### config.mk
export PLATFORM = sky130hd
export DESIGN_NAME = ascii_decimal_to_int_fifo
export DESIGN_NICKNAME = d
export VERILOG_FILES = /design/src/rtl/core/adtif_pkg.sv /design/src/rtl/core/adtif_parse.sv /design/src/rtl/core/adtif_queue.sv /design/src/rtl/core/ascii_decimal_to_int_fifo.sv
export SDC_FILE = /design/constraint.sdc
export NUM_CORES = 1
export LEC_CHECK = 0
export BUFFER_PORTS_ARGS = -buffer_cell sky130_fd_sc_hd__buf_2
export CAP_MARGIN = 20
export CORE_MARGIN = 2
export CORE_UTILIZATION = 35
export CTS_CLUSTER_DIAMETER = 100
export DETAILED_ROUTE_END_ITERATION = 10
export PLACE_DENSITY = 0.49
export SYNTH_ARGS = -nofsm -noshare
export SYNTH_HDL_FRONTEND = slang
export SYNTH_SLANG_ARGS = --single-unit
### constraint.sdc
create_clock -name clk -period 18.61 [get_ports clk]
set_input_delay 5.583 -clock clk [delete_from_list [all_inputs] [get_ports clk]]
set_output_delay 5.583 -clock clk [all_outputs]
set_load 0.03 [all_outputs]
### src/rtl/core/adtif_pkg.sv
package adtif_pkg;

  // Default queue depth
  localparam int QUEUE_DEPTH_DEF = 16;

  // Field widths
  localparam int CMD_W       = 2;
  localparam int BYTE_W      = 8;
  localparam int VALUE_W     = 32;
  localparam int COUNT_OUT_W = 5;
  localparam int OUT_W       = VALUE_W + 3 + COUNT_OUT_W + BYTE_W;

  // Input commands
  typedef enum logic [CMD_W-1:0] {
    CMD_RX    = 2'd0,
    CMD_POP   = 2'd1,
    CMD_CLEAR = 2'd2
  } cmd_t;

  // Characters of interest
  localparam logic [BYTE_W-1:0] CHR_DOT   = 8'h2E;
  localparam logic [BYTE_W-1:0] CHR_MINUS = 8'h2D;
  localparam logic [BYTE_W-1:0] CHR_ZERO  = 8'h30;
  localparam logic [BYTE_W-1:0] CHR_NINE  = 8'h39;
  localparam logic [BYTE_W-1:0] CHR_NOOP  = 8'h6E;

  // Magnitude saturation point (2^31) and positive clamp
  localparam logic [VALUE_W-1:0] MAG_LIMIT = 32'h8000_0000;
  localparam logic [VALUE_W-1:0] POS_MAX   = 32'h7FFF_FFFF;

  // Parser to top: field completion and command-char latch
  typedef struct packed {
    logic               done;
    logic               latch;
    logic [VALUE_W-1:0] value;
  } field_t;

  // Top to queue: one operation per transfer
  typedef struct packed {
    logic               push;
    logic               pop;
    logic               clear;
    logic [VALUE_W-1:0] wdata;
  } qctl_t;

endpackage

### src/rtl/core/adtif_parse.sv
module adtif_parse (
  input  logic                           clk,
  input  logic                           rst_n,
  input  logic                           rx_en,
  input  logic [adtif_pkg::BYTE_W-1:0]   rx_byte,
  input  logic [adtif_pkg::BYTE_W-1:0]   separator,
  output adtif_pkg::field_t              field
);

  typedef enum logic [2:0] {
    PH_SIGN   = 3'b001,
    PH_DIGITS = 3'b010,
    PH_SKIP   = 3'b100
  } phase_t;

  localparam int PROD_W = adtif_pkg::VALUE_W + 4;

  logic [adtif_pkg::VALUE_W-1:0] acc_r, acc_nxt;
  phase_t                        phase_r, phase_nxt;
  logic                          neg_r, neg_nxt;
  logic                          nonempty_r, nonempty_nxt;

  logic                          is_sep, is_digit, is_minus, is_num;
  logic [PROD_W-1:0]             prod;
  logic [adtif_pkg::VALUE_W-1:0] acc_sat;

  // Byte classes
  always_comb begin
    is_sep   = (rx_byte == separator);
    is_digit = rx_byte inside {[adtif_pkg::CHR_ZERO:adtif_pkg::CHR_NINE]};
    is_minus = (rx_byte == adtif_pkg::CHR_MINUS);
    is_num   = is_digit || is_minus || (rx_byte == adtif_pkg::CHR_DOT);
  end

  // acc * 10 + digit, saturated at 2^31
  always_comb begin
    prod = (PROD_W'(acc_r) << 3) + (PROD_W'(acc_r) << 1)
         + PROD_W'(rx_byte - adtif_pkg::CHR_ZERO);
    if (prod > PROD_W'(adtif_pkg::MAG_LIMIT)) begin
      acc_sat = adtif_pkg::MAG_LIMIT;
    end else begin
      acc_sat = prod[adtif_pkg::VALUE_W-1:0];
    end
  end

  // Field value with signed clamp
  always_comb begin
    field.done  = rx_en && is_sep && nonempty_r;
    field.latch = rx_en && !is_sep && !is_num && (rx_byte != adtif_pkg::CHR_NOOP);
    if (neg_r) begin
      field.value = adtif_pkg::VALUE_W'(0) - acc_r;
    end else if (acc_r == adtif_pkg::MAG_LIMIT) begin
      field.value = adtif_pkg::POS_MAX;
    end else begin
      field.value = acc_r;
    end
  end

  // Parse state update
  always_comb begin
    acc_nxt      = acc_r;
    phase_nxt    = phase_r;
    neg_nxt      = neg_r;
    nonempty_nxt = nonempty_r;
    if (rx_en) begin
      if (is_sep) begin
        acc_nxt      = '0;
        phase_nxt    = PH_SIGN;
        neg_nxt      = 1'b0;
        nonempty_nxt = 1'b0;
      end else if (is_num) begin
        nonempty_nxt = 1'b1;
        if ((phase_r == PH_SIGN) && is_minus) begin
          neg_nxt   = 1'b1;
          phase_nxt = PH_DIGITS;
        end else if ((phase_r != PH_SKIP) && is_digit) begin
          acc_nxt   = acc_sat;
          phase_nxt = PH_DIGITS;
        end else begin
          phase_nxt = PH_SKIP;
        end
      end
    end
  end

  always_ff @(posedge clk) begin
    if (!rst_n) begin
      acc_r      <= '0;
      phase_r    <= PH_SIGN;
      neg_r      <= 1'b0;
      nonempty_r <= 1'b0;
    end else begin
      acc_r      <= acc_nxt;
      phase_r    <= phase_nxt;
      neg_r      <= neg_nxt;
      nonempty_r <= nonempty_nxt;
    end
  end

endmodule

### src/rtl/core/adtif_queue.sv
module adtif_queue #(
  parameter int QUEUE_DEPTH = adtif_pkg::QUEUE_DEPTH_DEF
) (
  input  logic                                clk,
  input  logic                                rst_n,
  input  adtif_pkg::qctl_t                    ctl,
  output logic [$clog2(QUEUE_DEPTH+1)-1:0]    count,
  output logic                                full,
  output logic                                empty,
  output logic [adtif_pkg::VALUE_W-1:0]       rd_data
);

  localparam int PTR_W = $clog2(QUEUE_DEPTH);
  localparam int CNT_W = $clog2(QUEUE_DEPTH + 1);

  logic [adtif_pkg::VALUE_W-1:0] mem [QUEUE_DEPTH];

  logic [PTR_W-1:0]              rd_ptr_r, rd_ptr_nxt;
  logic [PTR_W-1:0]              wr_ptr_r, wr_ptr_nxt;
  logic [CNT_W-1:0]              cnt_r, cnt_nxt;
  logic [adtif_pkg::VALUE_W-1:0] rd_data_r;

  assign count   = cnt_r;
  assign full    = (cnt_r == CNT_W'(QUEUE_DEPTH));
  assign empty   = (cnt_r == '0);
  assign rd_data = rd_data_r;

  // Pointer and count update; clear wins
  always_comb begin
    rd_ptr_nxt = rd_ptr_r;
    wr_ptr_nxt = wr_ptr_r;
    cnt_nxt    = cnt_r;
    if (ctl.clear) begin
      rd_ptr_nxt = '0;
      wr_ptr_nxt = '0;
      cnt_nxt    = '0;
    end else if (ctl.push) begin
      wr_ptr_nxt = (wr_ptr_r == PTR_W'(QUEUE_DEPTH - 1)) ? '0 : wr_ptr_r + 1'b1;
      cnt_nxt    = cnt_r + 1'b1;
    end else if (ctl.pop) begin
      rd_ptr_nxt = (rd_ptr_r == PTR_W'(QUEUE_DEPTH - 1)) ? '0 : rd_ptr_r + 1'b1;
      cnt_nxt    = cnt_r - 1'b1;
    end
  end

  always_ff @(posedge clk) begin
    if (!rst_n) begin
      rd_ptr_r <= '0;
      wr_ptr_r <= '0;
      cnt_r    <= '0;
    end else begin
      rd_ptr_r <= rd_ptr_nxt;
      wr_ptr_r <= wr_ptr_nxt;
      cnt_r    <= cnt_nxt;
    end
  end

  // Value store: one write or one registered read per transfer
  always_ff @(posedge clk) begin
    if (ctl.push) begin
      mem[wr_ptr_r] <= ctl.wdata;
    end
    if (ctl.pop) begin
      rd_data_r <= mem[rd_ptr_r];
    end
  end

endmodule

### src/rtl/core/ascii_decimal_to_int_fifo.sv
// Channel | Direction | tdata                                   | tuser
// in_     | slave     | [7:0] rx_byte                           | [1:0] command
// out_    | master    | [31:0] popped_value, [32] pop_empty,    | -
//         |           | [33] value_pushed, [34] value_dropped,  |
//         |           | [39:35] queue_count, [47:40] command_char|
// cfg_    | write     | cfg_wr_data [7:0] separator             | -
//
// One item per cycle sustained while out_ keeps taking results; a result passes
// through the read stage and then the output register before it shows on out_;
// the read stage covers the registered read of the value store.
// Reset (rst_n low, synchronous) empties the queue, restarts the parser and
// sets separator and command_char to zero; no clearing pass is needed.
// in_tready drops only while both the read stage and the output register
// hold results that out_ has not yet taken.
module ascii_decimal_to_int_fifo #(
  parameter int QUEUE_DEPTH = adtif_pkg::QUEUE_DEPTH_DEF
) (
  input  logic                           clk,
  input  logic                           rst_n,
  // configuration
  input  logic                           cfg_wr_en,
  input  logic [adtif_pkg::BYTE_W-1:0]   cfg_wr_data,  // separator
  // input stream
  input  logic                           in_tvalid,
  output logic                           in_tready,
  input  logic [adtif_pkg::BYTE_W-1:0]   in_tdata,     // [7:0] rx_byte
  input  logic [adtif_pkg::CMD_W-1:0]    in_tuser,     // [1:0] command
  // result stream
  output logic                           out_tvalid,
  input  logic                           out_tready,
  // [31:0] popped_value, [32] pop_empty, [33] value_pushed,
  // [34] value_dropped, [39:35] queue_count, [47:40] command_char
  output logic [adtif_pkg::OUT_W-1:0]    out_tdata
);

  localparam int CNT_W = $clog2(QUEUE_DEPTH + 1);

  typedef struct packed {
    logic pop_ok;
    logic pop_empty;
    logic pushed;
    logic dropped;
  } flags_t;

  logic                          accept;
  adtif_pkg::cmd_t               cmd;
  logic                          rx_en;
  adtif_pkg::field_t             field;
  adtif_pkg::qctl_t              qctl;
  logic [CNT_W-1:0]              q_count;
  logic                          q_full, q_empty;
  logic [adtif_pkg::VALUE_W-1:0] q_rd_data;

  logic [adtif_pkg::BYTE_W-1:0]  sep_r;
  logic [adtif_pkg::BYTE_W-1:0]  char_r, char_nxt;
  flags_t                        flags_nxt;
  flags_t                        s1_r;
  logic                          s1_v_r, s1_v_nxt;
  logic                          s1_move;
  logic                          out_v_r, out_v_nxt;
  logic [adtif_pkg::OUT_W-1:0]   out_data_r;
  logic [adtif_pkg::VALUE_W-1:0] pop_val;

  // Handshake
  assign s1_move   = s1_v_r && (!out_v_r || out_tready);
  assign in_tready = !s1_v_r || s1_move;
  assign accept    = in_tvalid && in_tready;
  assign cmd       = adtif_pkg::cmd_t'(in_tuser);
  assign rx_en     = accept && (cmd == adtif_pkg::CMD_RX);

  adtif_parse u_parse (
    .clk       (clk),
    .rst_n     (rst_n),
    .rx_en     (rx_en),
    .rx_byte   (in_tdata),
    .separator (sep_r),
    .field     (field)
  );

  // Queue operation and result flags for this transfer
  always_comb begin
    qctl            = '0;
    flags_nxt       = '0;
    qctl.wdata      = field.value;
    qctl.push       = field.done && !q_full;
    flags_nxt.pushed  = field.done && !q_full;
    flags_nxt.dropped = field.done && q_full;
    if (accept) begin
      case (cmd)
        adtif_pkg::CMD_POP: begin
          qctl.pop            = !q_empty;
          flags_nxt.pop_ok    = !q_empty;
          flags_nxt.pop_empty = q_empty;
        end
        adtif_pkg::CMD_CLEAR: begin
          qctl.clear = 1'b1;
        end
        default: begin
        end
      endcase
    end
  end

  adtif_queue #(
    .QUEUE_DEPTH (QUEUE_DEPTH)
  ) u_queue (
    .clk     (clk),
    .rst_n   (rst_n),
    .ctl     (qctl),
    .count   (q_count),
    .full    (q_full),
    .empty   (q_empty),
    .rd_data (q_rd_data)
  );

  // Command character
  always_comb begin
    char_nxt = char_r;
    if (qctl.clear) begin
      char_nxt = '0;
    end else if (field.latch) begin
      char_nxt = in_tdata;
    end
  end

  always_ff @(posedge clk) begin
    if (!rst_n) begin
      sep_r  <= '0;
      char_r <= '0;
    end else begin
      if (cfg_wr_en) begin
        sep_r <= cfg_wr_data;
      end
      char_r <= char_nxt;
    end
  end

  // Read stage: queue count, char and read data settle with this entry
  always_comb begin
    s1_v_nxt = s1_v_r;
    if (accept) begin
      s1_v_nxt = 1'b1;
    end else if (s1_move) begin
      s1_v_nxt = 1'b0;
    end
    out_v_nxt = out_v_r;
    if (s1_move) begin
      out_v_nxt = 1'b1;
    end else if (out_tready) begin
      out_v_nxt = 1'b0;
    end
    pop_val = s1_r.pop_ok ? q_rd_data : '0;
  end

  always_ff @(posedge clk) begin
    if (!rst_n) begin
      s1_v_r  <= 1'b0;
      out_v_r <= 1'b0;
    end else begin
      s1_v_r  <= s1_v_nxt;
      out_v_r <= out_v_nxt;
    end
  end

  // Payload registers
  always_ff @(posedge clk) begin
    if (accept) begin
      s1_r <= flags_nxt;
    end
    if (s1_move) begin
      out_data_r <= {char_r, adtif_pkg::COUNT_OUT_W'(q_count), s1_r.dropped,
                     s1_r.pushed, s1_r.pop_empty, pop_val};
    end
  end

  assign out_tvalid = out_v_r;
  assign out_tdata  = out_data_r;

endmodule

# Word-level counts from Yosys, hierarchy flattened
# Memories as Yosys holds them, arrays and structs flattened. A register that Yosys moved wholly into a read port is not among the register bits.
# Cells that the tools add are included.
# Widths: inputs -> output; s select.
# word_totals
n_memories	1
wordCells	109
mem_bits_rw	512
out_inout_bits	50
regBits	120
# classes
n_eq_ne	13
n_addsub	8
order_cmp	3
bitwise	2
muxes	29
reduce_logical	36
# memory_table
memory	words	width	read_ports	rd_clocked_by_memory_dff	write_ports	line	rtl
u_queue.mem	16	32	1	1	1	adtif_queue.sv:16	logic [adtif_pkg::VALUE_W-1:0] mem [QUEUE_DEPTH];
# ops
cell	count
$mux 32	7
$add 35x33->36	1
$add 36x36->36	1
$gt 36x32->1 const B	1
$eq 32x32->1 const B	1
$sub 1x32->32 const A	1
$eq 8x6->1 const B	2
$logic_and 1x1->1	13
$mux 1	13
$mux 3	4
$reduce_bool 2->1	6
$mux 5	2
$sub 8x6->9 const B	1
$add 4x1->4 const B	2
$eq 4x4->1 const B	2
$eq 8x8->1	1
$ge 8x6->1 const B	1
$le 8x6->1 const B	1
$mux 4	2
$ne 8x7->1 const B	1
$logic_not 1->1	6
$add 5x1->5 const B	1
$eq 5x5->1 const B	1
$logic_not 5->1	1
other kinds (14)	19

# Longest topological paths before layout
# logic_depth
ltp_word	11
mapped_depth	18
ltp_nobuf	14

# Cells and area by module
# From an unflattened synthesis, not the netlist that was laid out.
# hier_totals
hier_cells	1653
hier_area_um2	28355.9
# by_module_without_submodules
mod	n_inst	seq_area_each_um2	area_per_inst_um2	cells_each
adtif_queue	1	16595.9	20946.3	926
adtif_parse	1	740.7	4823.4	569
ascii_decimal_to_int_fifo	1	1921.8	2586.2	158

# Worst setup path before layout
# No wires, ideal clock.
# synth_timing
kind	input-to-output
start	in out_tready
end	out in_tready
arrival_ns	6.010
slack_ns	7.017
n_path_buf	0
path_stages	2
path_cell_list	nor2b_1 > nand2_1
# synth_via
elab_chain_cells	3
# synth_lines
element	line	rtl
from (decl)	ascii_decimal_to_int_fifo.sv:30	input logic out_tready,
$logic_or 1x1->1	ascii_decimal_to_int_fifo.sv:65	assign s1_move = s1_v_r && (!out_v_r || out_tready);
$logic_and 1x1->1	ascii_decimal_to_int_fifo.sv:65	
$logic_or 1x1->1	ascii_decimal_to_int_fifo.sv:66	assign in_tready = !s1_v_r || s1_move;
to (decl)	ascii_decimal_to_int_fifo.sv:25	output logic in_tready,
# Every way passes these cells.

# Worst setup path in the final report
# Same ends and word-level chain as after synthesis.

==> metrics.txt <==
outcome=complete, no violations; Worst Skew=0.03173 ns; Synth Warn #=0; Clock transition at path regs=~0.06 ns; post-place setup slack=6.668 ns; Die H=slightly below 300 um; max cap viols=0; post-cts resize count=0; TritonCTS Buffers=73; Rel. slew slack=0.3161; maximum clock frequency=about 84 MHz; Port Buf Inserts=just over 70; detailed-route vias per instance=5.242; synthesized-area fraction occupied by adder cells=0.04323; cell taking the most area after synthesis=edfxtp_1; GR Util All Layers=0.1642; initial antenna violation count=0; top_reg_cell synth=edfxtp_1; Synth Instances=between 1,500 and 2,000; Hold Crit Class=reg2reg; Crit. End Element=output pin; clk_lat worst skew=a little over 0.6 ns; Root Driver=clkbuf_16; Psw=617.6 uW; Pre-antenna DRT Iters=5; Finished Layout Cells=2,925; Final setup viols=0; hold buffer count at cts=0; Clock Power Share=0.455; cell count after placement=about 2,800; Die Area=84,340 um^2; unrepaired setup endpoints after global routing=no; Bufs on Longest Clock Path=3; CP Cell Sequence=buf_2, nor2b_1, nand2_1, buf_2; WP data arrival=~6.3 ns; Post-synth EDFFs=596; crit path max fanout=4; most numerous cell in the Yosys netlist=edfxtp_1; Internal=approximately 2.5 mW; CTS H-tree lvls=3; Area growth syn-to-layout=14.35%; wire length per cell=about 23 um; Synth Area in Simple Gates=0.06223; TritonCTS clock tree=yes; Placement Cell Area=30,440 um^2; DRC=0; Mapped Area=28,710 um^2; Ant. Diodes=0; DP HPWL=approximately 40 mm; CP Data Required Time=between 10 and 15 ns; Seq pwr share=0.522; Worst-Margin Slew=a little over 1 ns; mux contribution to synthesized area=0.1357; Hold Fails Final Rpt=0; first-pass GRT wire length=just over 100 mm; Crit path largest cell delay=approximately 0.33 ns; Die X=just under 300 um; Post-Synth XOR/XNOR Area=0.01830; pin count of the biggest net entering global routing=between 50 and 60; critical path startpoint category=input pin; share of the synthesized area in the top cell type=0.6234; post-synthesis compound-gate area fraction=0.05095; num rows=about 110; Tmin final=between 10 and 15 ns; setup TNS=0 ns; Slowest-stage cell, CP=nor2b_1; vias in the first global route=16,210; CP Class=in2out; most frequent cells after synthesis=edfxtp_1, mux4_2, nand2_1; P_leak=a little over 10 nW; cell mode on critical path=buf_2; crit share post-route=0.6400; largest family of logic cells by synthesized area=multiplexers; Clock Sinks=approximately 660; total gr overflow=0; drt total wl=68.45 mm; post-route cell area=between 30,000 and 40,000 um^2; share of layout cells above drive strength 1=0.2264; sw frac=0.2000; post-synth net total=~1,800; Mean Syn Cell Area=16.93 um^2; Pwr Density=about 94 nW/um^2; Async S/R FF share, synth=0; sequential area share after synthesis=0.6708; Final Slew Violations=0; Final ANT Viol Nets=0; core area=81,580 um^2; Area contributors post-synth=edfxtp_1, mux4_2, dfxtp_1, fa_1, ha_1; VDD IR-drop max=0.06142 mV; Post-CTS Setup Bufs=0; combinational power share=0.022; initial DRC count=1,157; gpl congestion=around 0.79; # IOs=between 70 and 80; setup ws final=between 6 and 7 ns; unique cell type count in the Yosys netlist=79; Initial Util=0.3519; Final #Nets=about 1,900; number of synthesized register bits=664; via count=between 15,000 and 20,000
critical path, delay by kind of cell:
kind | cells | cell delay [ns]
AND/OR/NAND/NOR | 2 | 0.45
buffers and inverters | 2 | 0.29
power groups by stage:
stage / combinational [mW] / clock, mW / sequential, mW
4_1_cts: 0.0699 / 1.44 / 1.61
3_5_place_dp: 0.0697 / 0 / 1.64
3_3_place_gp: 0.0688 / 0 / 1.64
5_1_grt: 0.0766 / 1.50 / 1.61
6_report: 0.0689 / 1.41 / 1.61
2_1_floorplan: 0.0402 / 0 / 1.65
stage by stage:
step / utilization / hold WS, ns / total power, mW
2_1_floorplan: - / 0.4003 / 1.694
3_3_place_gp: 0.3729 / 0.4105 / 1.713
3_5_place_dp: 0.3731 / 0.4071 / 1.714
4_1_cts: 0.4016 / 0.4219 / 3.128
5_1_grt: 0.4024 / 0.4322 / 3.191
6_report: 0.4024 / 0.4197 / 3.088
kinds of logic (layout without fill, tap and decap cells):
logic type / after synthesis / in the layout
and+or+nand+nor: 356 / 356
DFF: 664 / 664
adders and majority gates: 80 / 80
xor gates and xnor gates: 60 / 60
AOI/OAI and AO/OA: 223 / 223
muxes: 189 / 189
buffers and inverters: 124 / 283
path summary, 6_finish.rpt:
check | depth (start not counted) | slack [ns] | to | start
hold / removal | 0 | 0.42 | out_tdata[32] | s1_r[2]
setup / recovery | 4 | 6.70 | in_tready | out_tready
hold reg to reg | 0 | 0.42 | out_tdata[32] | s1_r[2]
setup reg to reg | 14 | 13.96 | u_parse.acc_r[9] | u_parse.acc_r[6]
cell type report:
class	instances	area, um^2
Fill cell	7366	48760
Clock inverter	32	290.3
Clock buffer	95	2036
Inverter	42	157.7
Multi-Input combinational cell	908	9045
Tap cell	1070	1339
Sequential cell	664	19270
Timing Repair Buffer	114	693.2
state kept, by name (all words and copies together) (netlist names), 3 cells and up:
signal / flops
u_queue.wr_ptr_r: 4
u_queue.count: 5
out_tdata: 48
u_queue.mem: 512
sep_r: 8
s1_r: 4
char_r: 8
u_parse.acc_r: 32
u_queue.rd_ptr_r: 4
u_queue.rd_data: 32
u_parse.phase_r: 3
metal layers:
metal	global-route usage	share of wire	vias up
met3	0.02294	0.040	88
li1	-	-	6911
met4	0.04522	0.018	0
met1	0.2184	0.44	8005
met2	0.2820	0.50	329
met5	0	0	-
placed cells by master (no fill, tap or decap), types with 5 or more instances in the layout:
master,instances
clkinv_1,12
nor2_1,60
a211oi_1,9
nor2b_1,15
inv_1,42
fa_1,32
o211ai_1,8
edfxtp_1,596
or4_1,5
nor3_1,17
a21o_1,12
o21a_1,5
clkbuf_1,15
nor2_4,13
clkinv_2,11
a31oi_1,10
nand2b_1,8
mux2i_1,28
o21bai_1,6
mux4_2,160
o21ai_0,55
nand2_1,111
and3_1,7
nand4_1,10
xor2_1,24
xnor2_1,36
or3_1,15
ha_1,48
buf_2,73
a21oi_1,53
dfxtp_1,64
bufinv_16,5
buf_4,40
nand3_1,25
o31ai_1,25
and2_1,36
clkbuf_16,78
Note: power is estimated with default switching activity, not from simulation.
